===== config.mk =====
export PLATFORM = sky130hd
export DESIGN_NAME = super_twisting_speed_controller
export DESIGN_NICKNAME = d
export VERILOG_FILES = /design/src/rtl/stsc_pkg.sv /design/src/rtl/super_twisting_speed_controller.sv
export SDC_FILE = /design/constraint.sdc
export NUM_CORES = 2
export LEC_CHECK = 0
export ABC_AREA = 1
export BUFFER_PORTS_ARGS = -buffer_cell sky130_fd_sc_hd__buf_2
export CAP_MARGIN = 25
export CORE_MARGIN = 5
export CORE_UTILIZATION = 29
export CTS_BUF_LIST = sky130_fd_sc_hd__clkbuf_8
export CTS_CLUSTER_DIAMETER = 150
export DETAILED_ROUTE_END_ITERATION = 12
export GPL_ROUTABILITY_DRIVEN = 0
export HOLD_SLACK_MARGIN = 0.12
export MAX_ROUTING_LAYER = met4
export PLACE_DENSITY = 0.39
export SETUP_SLACK_MARGIN = 0.1
export SYNTH_ARGS = -nofsm -noshare
export SYNTH_HDL_FRONTEND = slang
export SYNTH_SLANG_ARGS = --single-unit

===== constraint.sdc =====
create_clock -name clk -period 15 [get_ports clk]
set_input_delay 2.25 -clock clk [delete_from_list [all_inputs] [get_ports clk]]
set_output_delay 2.25 -clock clk [all_outputs]
set_load 0.03 [all_outputs]

===== src/rtl/stsc_pkg.sv =====
package stsc_pkg;

  // sequencer steps
  typedef enum logic [3:0] {
    ST_IDLE,
    ST_FILT,
    ST_FILT_ADD,
    ST_GAIN,
    ST_SQ_LOAD,
    ST_SQRT,
    ST_INTEG,
    ST_SUM,
    ST_CLAMP,
    ST_DONE
  } stsc_state_t;

  // register indexes
  localparam logic [2:0] CFG_OUT_MIN       = 3'd0;
  localparam logic [2:0] CFG_OUT_MAX       = 3'd1;
  localparam logic [2:0] CFG_OUT_OFFSET    = 3'd2;
  localparam logic [2:0] CFG_IDLE_LEVEL    = 3'd3;
  localparam logic [2:0] CFG_SPOOLUP_LEVEL = 3'd4;
  localparam logic [2:0] CFG_MIN_REF       = 3'd5;
  localparam logic [2:0] CFG_SQRT_GAIN     = 3'd6;
  localparam logic [2:0] CFG_INTEG_STEP    = 3'd7;

  // mode codes
  localparam logic [1:0] MODE_CONTROL  = 2'd0;
  localparam logic [1:0] MODE_DEADBAND = 2'd1;
  localparam logic [1:0] MODE_BYPASS   = 2'd2;
  localparam logic [1:0] MODE_SPOOLUP  = 2'd3;

  // clamp codes
  localparam logic [1:0] CLAMP_NONE = 2'd0;
  localparam logic [1:0] CLAMP_LOW  = 2'd1;
  localparam logic [1:0] CLAMP_HIGH = 2'd2;

  // 0.9 in q16.16 and the 0.98 decay factor
  localparam logic signed [31:0] REF_POINT_NINE = 32'sd58983;
  localparam logic signed [32:0] DECAY_Q16      = 33'sd64225;

  // register reset values
  localparam logic signed [31:0] OUT_MIN_RST   = -32'sd65536000;
  localparam logic signed [31:0] OUT_MAX_RST   = 32'sd65536000;
  localparam logic [30:0]        SQRT_GAIN_RST = 31'd65536;

endpackage


===== src/rtl/super_twisting_speed_controller.sv =====
// super-twisting sliding-mode speed controller, q16.16 fixed point. one sample word
// (reference, measured, fresh) yields one result word (drive, mode, clamp). a control
// sample runs a few steps on one shared 33x33 multiplier (error filter, gain product,
// integral decay), then a restoring square root that settles one result bit per cycle
// over 32 bits, then the integral update, sum and clamp. bypass, spoolup and deadband
// samples go from the decode at acceptance straight to the result register. the next
// sample is taken once the result is loaded, so a sample holds the input through all
// its steps and while its last step waits for a stalled previous result word.
// in_stall is high while a sample is in work; a finished word waits in the output
// register, so the next sample can be taken while the result is still stalled.
// configuration is written through cfg_valid/cfg_ready (always ready); the user must
// write it only while idle, as the block itself does not enforce this.
module super_twisting_speed_controller
  import stsc_pkg::*;
#(
  parameter int STALE_LIMIT = 50,
  parameter int TOL_LEVEL   = 0,
  parameter int FILTER_GAIN = 65536
) (
  input  logic               clk,
  input  logic               rst,
  // sample channel
  input  logic               in_valid,
  output logic               in_stall,
  input  logic signed [31:0] reference,
  input  logic signed [31:0] measured,
  input  logic               fresh,
  // result channel
  output logic               out_valid,
  input  logic               out_stall,
  output logic signed [31:0] drive,
  output logic [1:0]         mode,
  output logic [1:0]         clamp,
  // configuration write channel
  input  logic               cfg_valid,
  output logic               cfg_ready,
  input  logic [2:0]         cfg_index,
  input  logic [31:0]        cfg_data
);

  localparam logic [7:0]        STALE_MAX = 8'(STALE_LIMIT);
  localparam logic signed [32:0] TOL_S    = 33'(TOL_LEVEL);
  localparam logic signed [32:0] FGAIN_S  = 33'(FILTER_GAIN);

  function automatic logic signed [31:0] sat32(input logic signed [35:0] x);
    logic signed [31:0] r;
    if (x > 36'sd2147483647) begin
      r = 32'sh7fffffff;
    end else if (x < -36'sd2147483648) begin
      r = 32'sh80000000;
    end else begin
      r = x[31:0];
    end
    return r;
  endfunction

  // configuration registers
  logic signed [31:0] out_min, out_max, out_offset, min_ref;
  logic [30:0]        idle_level, spoolup_level, sqrt_gain, integ_step;

  // loop state
  logic signed [31:0] out_reg, prev_error, integral;
  logic signed [1:0]  prev_sign;
  logic [7:0]         stale_count;

  // per-sample work registers
  stsc_state_t        state, state_next;
  logic signed [31:0] err;
  logic signed [1:0]  sgn;
  logic [31:0]        mag;
  logic [1:0]         item_mode, item_clamp;
  logic signed [65:0] prod;
  logic [63:0]        rad;
  logic [35:0]        rem;
  logic [31:0]        root;
  logic [4:0]         sq_count;

  logic in_take, out_take;
  assign in_stall  = (state != ST_IDLE);
  assign cfg_ready = 1'b1;
  assign in_take   = in_valid && !in_stall;
  assign out_take  = out_valid && !out_stall;

  // ---------------------------------------------------------------------------
  // sample decode at acceptance
  // ---------------------------------------------------------------------------
  logic signed [31:0] err_raw;
  logic               in_deadband;
  logic [7:0]         stale_next;
  logic               go_spool;
  logic signed [31:0] neg_off;
  logic               hit_low, hit_high;

  always_comb begin
    err_raw     = sat32(36'(reference) - 36'(measured));
    in_deadband = (33'(err_raw) < TOL_S) && (33'(err_raw) > -TOL_S);
    if (fresh) begin
      stale_next = 8'd0;
    end else if (stale_count != 8'hff) begin
      stale_next = stale_count + 8'd1;
    end else begin
      stale_next = stale_count;
    end
    go_spool = (stale_next >= STALE_MAX);
    neg_off  = 32'sd0 - out_offset;
    // clamp tests on the current internal output, lower limit first
    hit_low  = (out_reg <= out_min);
    hit_high = (out_reg >= out_max);
  end

  // ---------------------------------------------------------------------------
  // shared multiplier operand select
  // ---------------------------------------------------------------------------
  logic signed [32:0] mul_a, mul_b;
  logic [31:0]        integ_abs;

  always_comb begin
    integ_abs = integral[31] ? (~integral + 32'd1) : integral;
    case (state)
      ST_FILT: begin
        mul_a = 33'(err) - 33'(prev_error);
        mul_b = FGAIN_S;
      end
      ST_GAIN: begin
        mul_a = $signed({1'b0, mag});
        mul_b = $signed({2'b00, sqrt_gain});
      end
      ST_SQ_LOAD: begin
        mul_a = $signed({1'b0, integ_abs});
        mul_b = DECAY_Q16;
      end
      default: begin
        mul_a = '0;
        mul_b = '0;
      end
    endcase
  end

  // ---------------------------------------------------------------------------
  // datapath helpers
  // ---------------------------------------------------------------------------
  logic signed [65:0] prod_sh;
  logic signed [35:0] filt_sum;
  logic signed [31:0] err_filt;
  logic [35:0]        rem_sh, trial;
  logic signed [2:0]  ksum;
  logic [31:0]        kstep;
  logic signed [35:0] integ_sum;
  logic [31:0]        decay_mag;
  logic signed [35:0] prop, out_sum;

  always_comb begin
    // floor of the filtered delta, then back onto the previous error
    prod_sh  = prod >>> 16;
    filt_sum = $signed(prod_sh[35:0]) + 36'(prev_error);
    err_filt = sat32(filt_sum);
    // one restoring square-root step
    rem_sh   = {rem[33:0], rad[63:62]};
    trial    = {2'b00, root, 2'b01};
    // trapezoidal sign step: (sgn + prev_sign) * integ_step
    ksum     = 3'(sgn) + 3'(prev_sign);
    case (ksum)
      3'sd2, -3'sd2: kstep = {integ_step, 1'b0};
      3'sd1, -3'sd1: kstep = {1'b0, integ_step};
      default:       kstep = 32'd0;
    endcase
    integ_sum = ksum[2] ? (36'(integral) - $signed({4'd0, kstep}))
                        : (36'(integral) + $signed({4'd0, kstep}));
    decay_mag = prod[47:16];
    prop      = sgn[1] ? -$signed({4'd0, root}) : $signed({4'd0, root});
    out_sum   = prop + 36'(integral);
  end

  // ---------------------------------------------------------------------------
  // sequencer
  // ---------------------------------------------------------------------------
  always_ff @(posedge clk) begin
    if (rst) begin
      state <= ST_IDLE;
    end else begin
      state <= state_next;
    end
  end

  always_comb begin
    state_next = state;
    case (state)
      ST_IDLE: begin
        if (in_take) begin
          if (reference < min_ref || go_spool || in_deadband) begin
            state_next = ST_DONE;
          end else begin
            state_next = ST_FILT;
          end
        end
      end
      ST_FILT:     state_next = ST_FILT_ADD;
      ST_FILT_ADD: state_next = ST_GAIN;
      ST_GAIN:     state_next = ST_SQ_LOAD;
      ST_SQ_LOAD:  state_next = ST_SQRT;
      ST_SQRT: begin
        if (sq_count == 5'd31) begin
          state_next = ST_INTEG;
        end
      end
      ST_INTEG: state_next = ST_SUM;
      ST_SUM:   state_next = ST_CLAMP;
      ST_CLAMP: state_next = ST_DONE;
      ST_DONE: begin
        // the result register must be free or emptying this cycle
        if (!out_valid || !out_stall) begin
          state_next = ST_IDLE;
        end
      end
      default: state_next = ST_IDLE;
    endcase
  end

  // ---------------------------------------------------------------------------
  // configuration registers
  // ---------------------------------------------------------------------------
  always_ff @(posedge clk) begin
    if (rst) begin
      out_min       <= OUT_MIN_RST;
      out_max       <= OUT_MAX_RST;
      out_offset    <= '0;
      idle_level    <= '0;
      spoolup_level <= '0;
      min_ref       <= '0;
      sqrt_gain     <= SQRT_GAIN_RST;
      integ_step    <= '0;
    end else if (cfg_valid && cfg_ready) begin
      case (cfg_index)
        CFG_OUT_MIN:       out_min       <= cfg_data;
        CFG_OUT_MAX:       out_max       <= cfg_data;
        CFG_OUT_OFFSET:    out_offset    <= cfg_data;
        CFG_IDLE_LEVEL:    idle_level    <= cfg_data[30:0];
        CFG_SPOOLUP_LEVEL: spoolup_level <= cfg_data[30:0];
        CFG_MIN_REF:       min_ref       <= cfg_data;
        CFG_SQRT_GAIN:     sqrt_gain     <= cfg_data[30:0];
        CFG_INTEG_STEP:    integ_step    <= cfg_data[30:0];
        default: ;
      endcase
    end
  end

  // ---------------------------------------------------------------------------
  // multiplier product register, written only on the steps that use it
  // ---------------------------------------------------------------------------
  always_ff @(posedge clk) begin
    if (state == ST_FILT || state == ST_GAIN || state == ST_SQ_LOAD) begin
      prod <= 66'(mul_a) * 66'(mul_b);
    end
  end

  // ---------------------------------------------------------------------------
  // loop state and work registers
  // ---------------------------------------------------------------------------
  always_ff @(posedge clk) begin
    if (rst) begin
      out_reg     <= '0;
      prev_error  <= '0;
      integral    <= '0;
      prev_sign   <= '0;
      stale_count <= '0;
      sq_count    <= '0;
    end else begin
      case (state)
        ST_IDLE: begin
          if (in_take) begin
            err <= err_raw;
            if (reference < min_ref) begin
              // bypass: drive reads 0 or the idle level, loop cleared
              out_reg    <= (reference >= REF_POINT_NINE) ?
                            neg_off + $signed({1'b0, idle_level}) : neg_off;
              prev_error <= '0;
              prev_sign  <= '0;
              integral   <= '0;
              item_mode  <= MODE_BYPASS;
              item_clamp <= CLAMP_NONE;
            end else if (go_spool) begin
              stale_count <= STALE_MAX;
              out_reg     <= neg_off + $signed({1'b0, spoolup_level});
              prev_error  <= '0;
              prev_sign   <= '0;
              integral    <= '0;
              item_mode   <= MODE_SPOOLUP;
              item_clamp  <= CLAMP_NONE;
            end else begin
              stale_count <= stale_next;
              if (in_deadband) begin
                // hold: re-clamp the output only
                item_mode <= MODE_DEADBAND;
                if (hit_low) begin
                  out_reg    <= out_min;
                  item_clamp <= CLAMP_LOW;
                end else if (hit_high) begin
                  out_reg    <= out_max;
                  item_clamp <= CLAMP_HIGH;
                end else begin
                  item_clamp <= CLAMP_NONE;
                end
              end else begin
                item_mode  <= MODE_CONTROL;
                item_clamp <= CLAMP_NONE;
              end
            end
          end
        end
        ST_FILT_ADD: begin
          err <= err_filt;
          sgn <= (err_filt > 32'sd0) ? 2'sd1 : ((err_filt < 32'sd0) ? -2'sd1 : 2'sd0);
          mag <= err_filt[31] ? (~err_filt + 32'd1) : err_filt;
        end
        ST_SQ_LOAD: begin
          rad      <= prod[63:0];
          rem      <= '0;
          root     <= '0;
          sq_count <= '0;
        end
        ST_SQRT: begin
          rad      <= {rad[61:0], 2'b00};
          sq_count <= sq_count + 5'd1;
          if (rem_sh >= trial) begin
            rem  <= rem_sh - trial;
            root <= {root[30:0], 1'b1};
          end else begin
            rem  <= rem_sh;
            root <= {root[30:0], 1'b0};
          end
        end
        ST_INTEG: begin
          // integrate while the old output is inside its limits, else decay
          if (!hit_low && !hit_high) begin
            integral <= sat32(integ_sum);
          end else if (integral[31]) begin
            integral <= 32'sd0 - $signed(decay_mag);
          end else begin
            integral <= $signed(decay_mag);
          end
        end
        ST_SUM: begin
          out_reg    <= sat32(out_sum);
          prev_error <= err;
          prev_sign  <= sgn;
        end
        ST_CLAMP: begin
          if (hit_low) begin
            out_reg    <= out_min;
            item_clamp <= CLAMP_LOW;
          end else if (hit_high) begin
            out_reg    <= out_max;
            item_clamp <= CLAMP_HIGH;
          end
        end
        default: ;
      endcase
    end
  end

  // ---------------------------------------------------------------------------
  // result register
  // ---------------------------------------------------------------------------
  always_ff @(posedge clk) begin
    if (rst) begin
      out_valid <= 1'b0;
    end else begin
      if (out_take) begin
        out_valid <= 1'b0;
      end
      if (state == ST_DONE && (!out_valid || !out_stall)) begin
        out_valid <= 1'b1;
      end
    end
  end

  always_ff @(posedge clk) begin
    if (state == ST_DONE && (!out_valid || !out_stall)) begin
      drive <= out_reg + out_offset;
      mode  <= item_mode;
      clamp <= item_clamp;
    end
  end

endmodule

# Word-level counts from Yosys, hierarchy flattened
# Cells that the tools add are included.
# Widths: inputs -> output; s select.
dict set report totals {
  ff_bits 668
  input_bits 105
}
dict set report op_classes {
  add_sub_neg 18
  multipliers 1
  magnitude_cmp 18
  eq_ne 28
  muxes 64
  n_bitwise 4
  n_reduce_logical 46
}
# operator count
set ops {}
lappend ops {{$mux 32} 22}
lappend ops {{$pmux 32 s2} 5}
lappend ops {{$pmux 64 s2} 1}
lappend ops {{$gt 36x32->1 const B} 3}
lappend ops {{$lt 36x32->1 const B} 3}
lappend ops {{$pmux 33 s3} 1}
lappend ops {{$add 32x32->32} 3}
lappend ops {{$pmux 32 s3} 1}
lappend ops {{$pmux 31 s3} 1}
lappend ops {{$add 36x32->36} 2}
lappend ops {{$mux 36} 2}
lappend ops {{$pmux 34 s2} 1}
lappend ops {{$sub 32x32->33} 2}
lappend ops {{$add 32x1->32 const B} 2}
lappend ops {{$gt 32x1->1 const B} 2}
lappend ops {{$lt 32x1->1 const B} 2}
lappend ops {{$mul 33x32->64} 1}
lappend ops {{$not 32->32} 2}
lappend ops {{$sub 1x32->32 const A} 2}
lappend ops {{$pmux 4 s10} 1}
lappend ops {{$ge 36x34->1} 1}
lappend ops {{$neg 32->36} 1}
lappend ops {{$add 32x33->34} 1}
lappend ops {{$mux 34} 1}
lappend ops {{other kinds (45)} 116}

# Depth between registers and ports, before layout
dict set report depth {
  ltp_word 11
  ltp_mapped 50
}

# Worst setup path after synthesis
# No wires, ideal clock.
dict set report synth_timing {
  kind {register to register}
  startpoint {register err[0]}
  endpoint {register prod[62], data pin}
  t_arrival_ps 8727
  t_required_ps 14743
  slack_ps 6016
  stages_incl_launch_ff 46
  cell_sequence {edfxtp_1 inv_1 ha_1 fa_1 inv_1 nand3_1 a21oi_1 nor2_1 o21ai_1 a21oi_1 inv_1 nand2_1 nand2_1 a21oi_1 o21bai_1 nand2_1 a31oi_2 buf_2 [10 not listed] inv_1 fa_1 inv_1 ha_1 nand2_1 nor2_1 nand2_1 nor4_1 nand3_1 nand3_1 nand2_1 o211ai_1 nand2_1 nand2_1 nand2_1 nand3_1 nand2_1 xor2_1}
}
dict set report synth_via {
  elab_chain_len 3
}
# element line_no
set synth_lines {}
lappend synth_lines {{start, declared} super_twisting_speed_controller.sv:68} ;# logic signed [31:0] err;
lappend synth_lines {{start signal, assigned} super_twisting_speed_controller.sv:271} ;# err <= err_raw;
lappend synth_lines {{start signal, assigned} super_twisting_speed_controller.sv:311} ;# err <= err_filt;
lappend synth_lines {{$sub 32x32->33} super_twisting_speed_controller.sv:121} ;# mul_a = 33'(err) - 33'(prev_error);
lappend synth_lines {{$pmux 33 s3} super_twisting_speed_controller.sv:119} ;# case (state)
lappend synth_lines {{$mul 33x32->64} super_twisting_speed_controller.sv:252} ;# prod <= 66'(mul_a) * 66'(mul_b);
lappend synth_lines {{end signal, assigned} super_twisting_speed_controller.sv:252}
lappend synth_lines {{end, declared} super_twisting_speed_controller.sv:72} ;# logic signed [65:0] prod;
# Every way passes these cells.
# A chain may end at the register's enable or synchronous reset.

# Final worst setup path
# Ends and elaborated chain as after synthesis.

==> impl_metrics.yaml <==
run_status:
  run_status: "completed"
sta:
  timing.final.setup_violations: 0
  clock_skew_ps: 80.8
  fin_worst_hold_slack_ps: 422
  post-route-min-period_ps: 11440
  setup_tns_ps: 0
  report.final.slew_viol_count: 0
  setup_repair_after_global_routing_missed_its_margin: "no"
  fmaxAchievable_mhz: 87.4
  tightestPinTransition_ps: 1100
  worst_slew_margin_pct: 26.4
  finalHoldViolCount: 0
  period_share_pct: 76.2
yosys:
  synth_mux_area_share_pct: 0
  synth_adder_area_share_pct: 33.4
  async_reset_ff_share_pct: 0
  yosys.area_share.xor_xnor_pct: 4.34
  synth_top_family_by_area: "adder cells"
  synthesis.instances: 11401
  synth_enable_flop_cells: 300
  synth_cell_type_count: 81
  synth.top_cell.area_share_pct: 24.9
  synth_area_per_cell_um2: 7.60
  synth-compound-area-share_pct: 12.2
  yosysWarningCount: 0
  synth-simple-area-share_pct: 19.8
  synthDominantAreaCellType: "sky130_fd_sc_hd__fa_1"
  postSynth.topFlopCell: "sky130_fd_sc_hd__dfxtp_1"
  post_synthesis_instance_area_um2: 86700
  synth_top_cells_by_area: "sky130_fd_sc_hd__fa_1, sky130_fd_sc_hd__edfxtp_1, sky130_fd_sc_hd__nand2_1, sky130_fd_sc_hd__inv_1, sky130_fd_sc_hd__dfxtp_1"
  yosysSeqAreaShare_pct: 18.9
  synth-seq-cells: 668
setup_path:
  critical_path_buf_inv_count: 8
  arrival_ps: 12070
  critical_path.most_common_cell: "sky130_fd_sc_hd__nand2_1"
  worst_setup_path_start_kind: "register"
  critPathRequiredTime_ps: 15630
  timing.rr.start: "err[0]"
  cp_max_delay_cell: "sky130_fd_sc_hd__inv_1"
  worst-path-max-fanout: 18
  timing.setup.critical_path_class: "register to register"
  startpoint: "err[0]"
  slowest_delay_ps: 730
  capturing_element_type_of_the_critical_path: "register"
  path_delay_family: "adder cells"
final_layout:
  reg_top3: "prod x64, rad x64, rem x34"
  finalCoreUtilization_pct: 32.0
  nNetsFinal: 13266
  post_route_cells_drive_above_1_share_pct: 5.71
  layout.cells.most_common: "sky130_fd_sc_hd__nand2_1"
  layout_common_cells: "sky130_fd_sc_hd__nand2_1, sky130_fd_sc_hd__inv_1, sky130_fd_sc_hd__nor2_1, sky130_fd_sc_hd__fa_1, sky130_fd_sc_hd__a21oi_1"
  design_area_um2: 95000
  syn_to_final_growth_pct: 9.65
global_route:
  grt_antenna_before_repair: 17
  overflow: 0
  grt_start_max_net_pins: 106
  grt_pass1_vias: 77913
  first_pass_grt_wire_length_mm: 527
  track_usage_pct: 23.6
job:
  maxCapViolCount: 0
floorplan:
  rows: 200
  die_area_um2: 310000
  chipHeight_um: 557
  io_pins: 144
  core_region_area_um2: 297000
  die_w_um: 557
  initial_core_util_pct: 29.2
place:
  io_buf_count: 142
  detailed_place_hpwl_mm: 291
  postPlaceCellArea_um2: 92100
clock_network:
  clkTransAtPathRegs_ps: 60
  cts-htree-levels: 4
  cts_hold_buf: 0
  cts.sinks: 668
  cts.path.max_buffers: 3
  clk_root_buffer_cell: "sky130_fd_sc_hd__clkbuf_8"
  tritoncts: "yes"
  post_cts.repair.setup_buffers: 0
  ctsResizeCount: 0
  tritoncts.num_buffers: 140
  insertion_delay_to_the_later_sink_of_the_worst_skew_pair_ps: 930
route:
  postRouteWirelength_mm: 361
  avgViaCountPerCell: 4.92
  detail_route.wl_per_cell_um: 23.2
  dr_total_vias: 76613
  pre_repair_dr_iteration_count: 6
  drcViolationCount: 0
  detailedRoute.firstIterationViolations: 5864
  drt.antenna.violating_nets: 0
worst_hold_path:
  holdCritStartpoint: "item_mode[0]"
  hp-class: "register to register"
metal layers:
layer	vias to the layer above	share of wire, %	GRT usage, %
met1	38072	43	29.7
met5	-	0	-
li1	36003	-	-
met3	466	4.5	2.55
met4	0	3.8	7.90
met2	2072	48	39.5
synthesized netlist by cell type (all sizes together), types with 46 or more instances:
library cell and n:
a21oi 841, a31oi 94, buf 100, clkbuf 289
dfxtp 368, edfxtp 300, fa 1080, ha 586
inv 2115, nand2 2274, nand3 360, nand4 64
nor2 1274, nor3 101, nor4 46, o211ai 80
o21ai 656, or2 63, xnor2 144, xor2 285
path summary, 6_finish.rpt:
kind,to,slack (ps),cells past startpoint
worst max-delay path,prod[62],3560,46
worst min-delay path,mode[0],420,0
worst max register to register,prod[62],3560,46
worst min register to register,mode[0],420,0
worst reg2reg max path: cells and delay by family (launching register included):
family	cells	cell delay [ps]
adder cells (fa/ha/maj)	11	5260
AND/OR/NAND/NOR	19	2750
buffers and inverters	8	1510
AO/OA/AOI/OAI	7	1170
flip-flops	1	320
XOR/XNOR	1	140
cells by family (layout without fill, tap and decap cells):
group,count (synthesis),in the layout
compound gates,1905,1905
flops,668,668
other cells,2,80
buf+inv,2529,2673
simple gates,4202,4202
fa+ha+maj,1666,1666
xor+xnor,429,429
layout make-up:
class | instances | area [µm²]
Clock inverter | 101 | 669
Inverter | 2140 | 8050
Sequential cell | 668 | 16400
Multi-Input combinational cell | 8271 | 61000
Antenna cell | 11 | 27.5
Fill cell | 32305 | 202000
Clock buffer | 158 | 2170
Timing Repair Buffer | 274 | 1790
Tap cell | 3939 | 4930
stage by stage:
| step | std cells | setup WS, ps |
|---|---|---|
| finish | 15562 | 3560 |
| global route | 15560 | 2970 |
| CTS | 15548 | 3360 |
| detailed placement | 15289 | 3390 |
| global placement | 15286 | 3400 |
| floorplan | 11468 | 6020 |
Power is left out: the tool's default activity adds up to more than one toggle a clock period on the data nets, which glitch-free logic cannot reach.
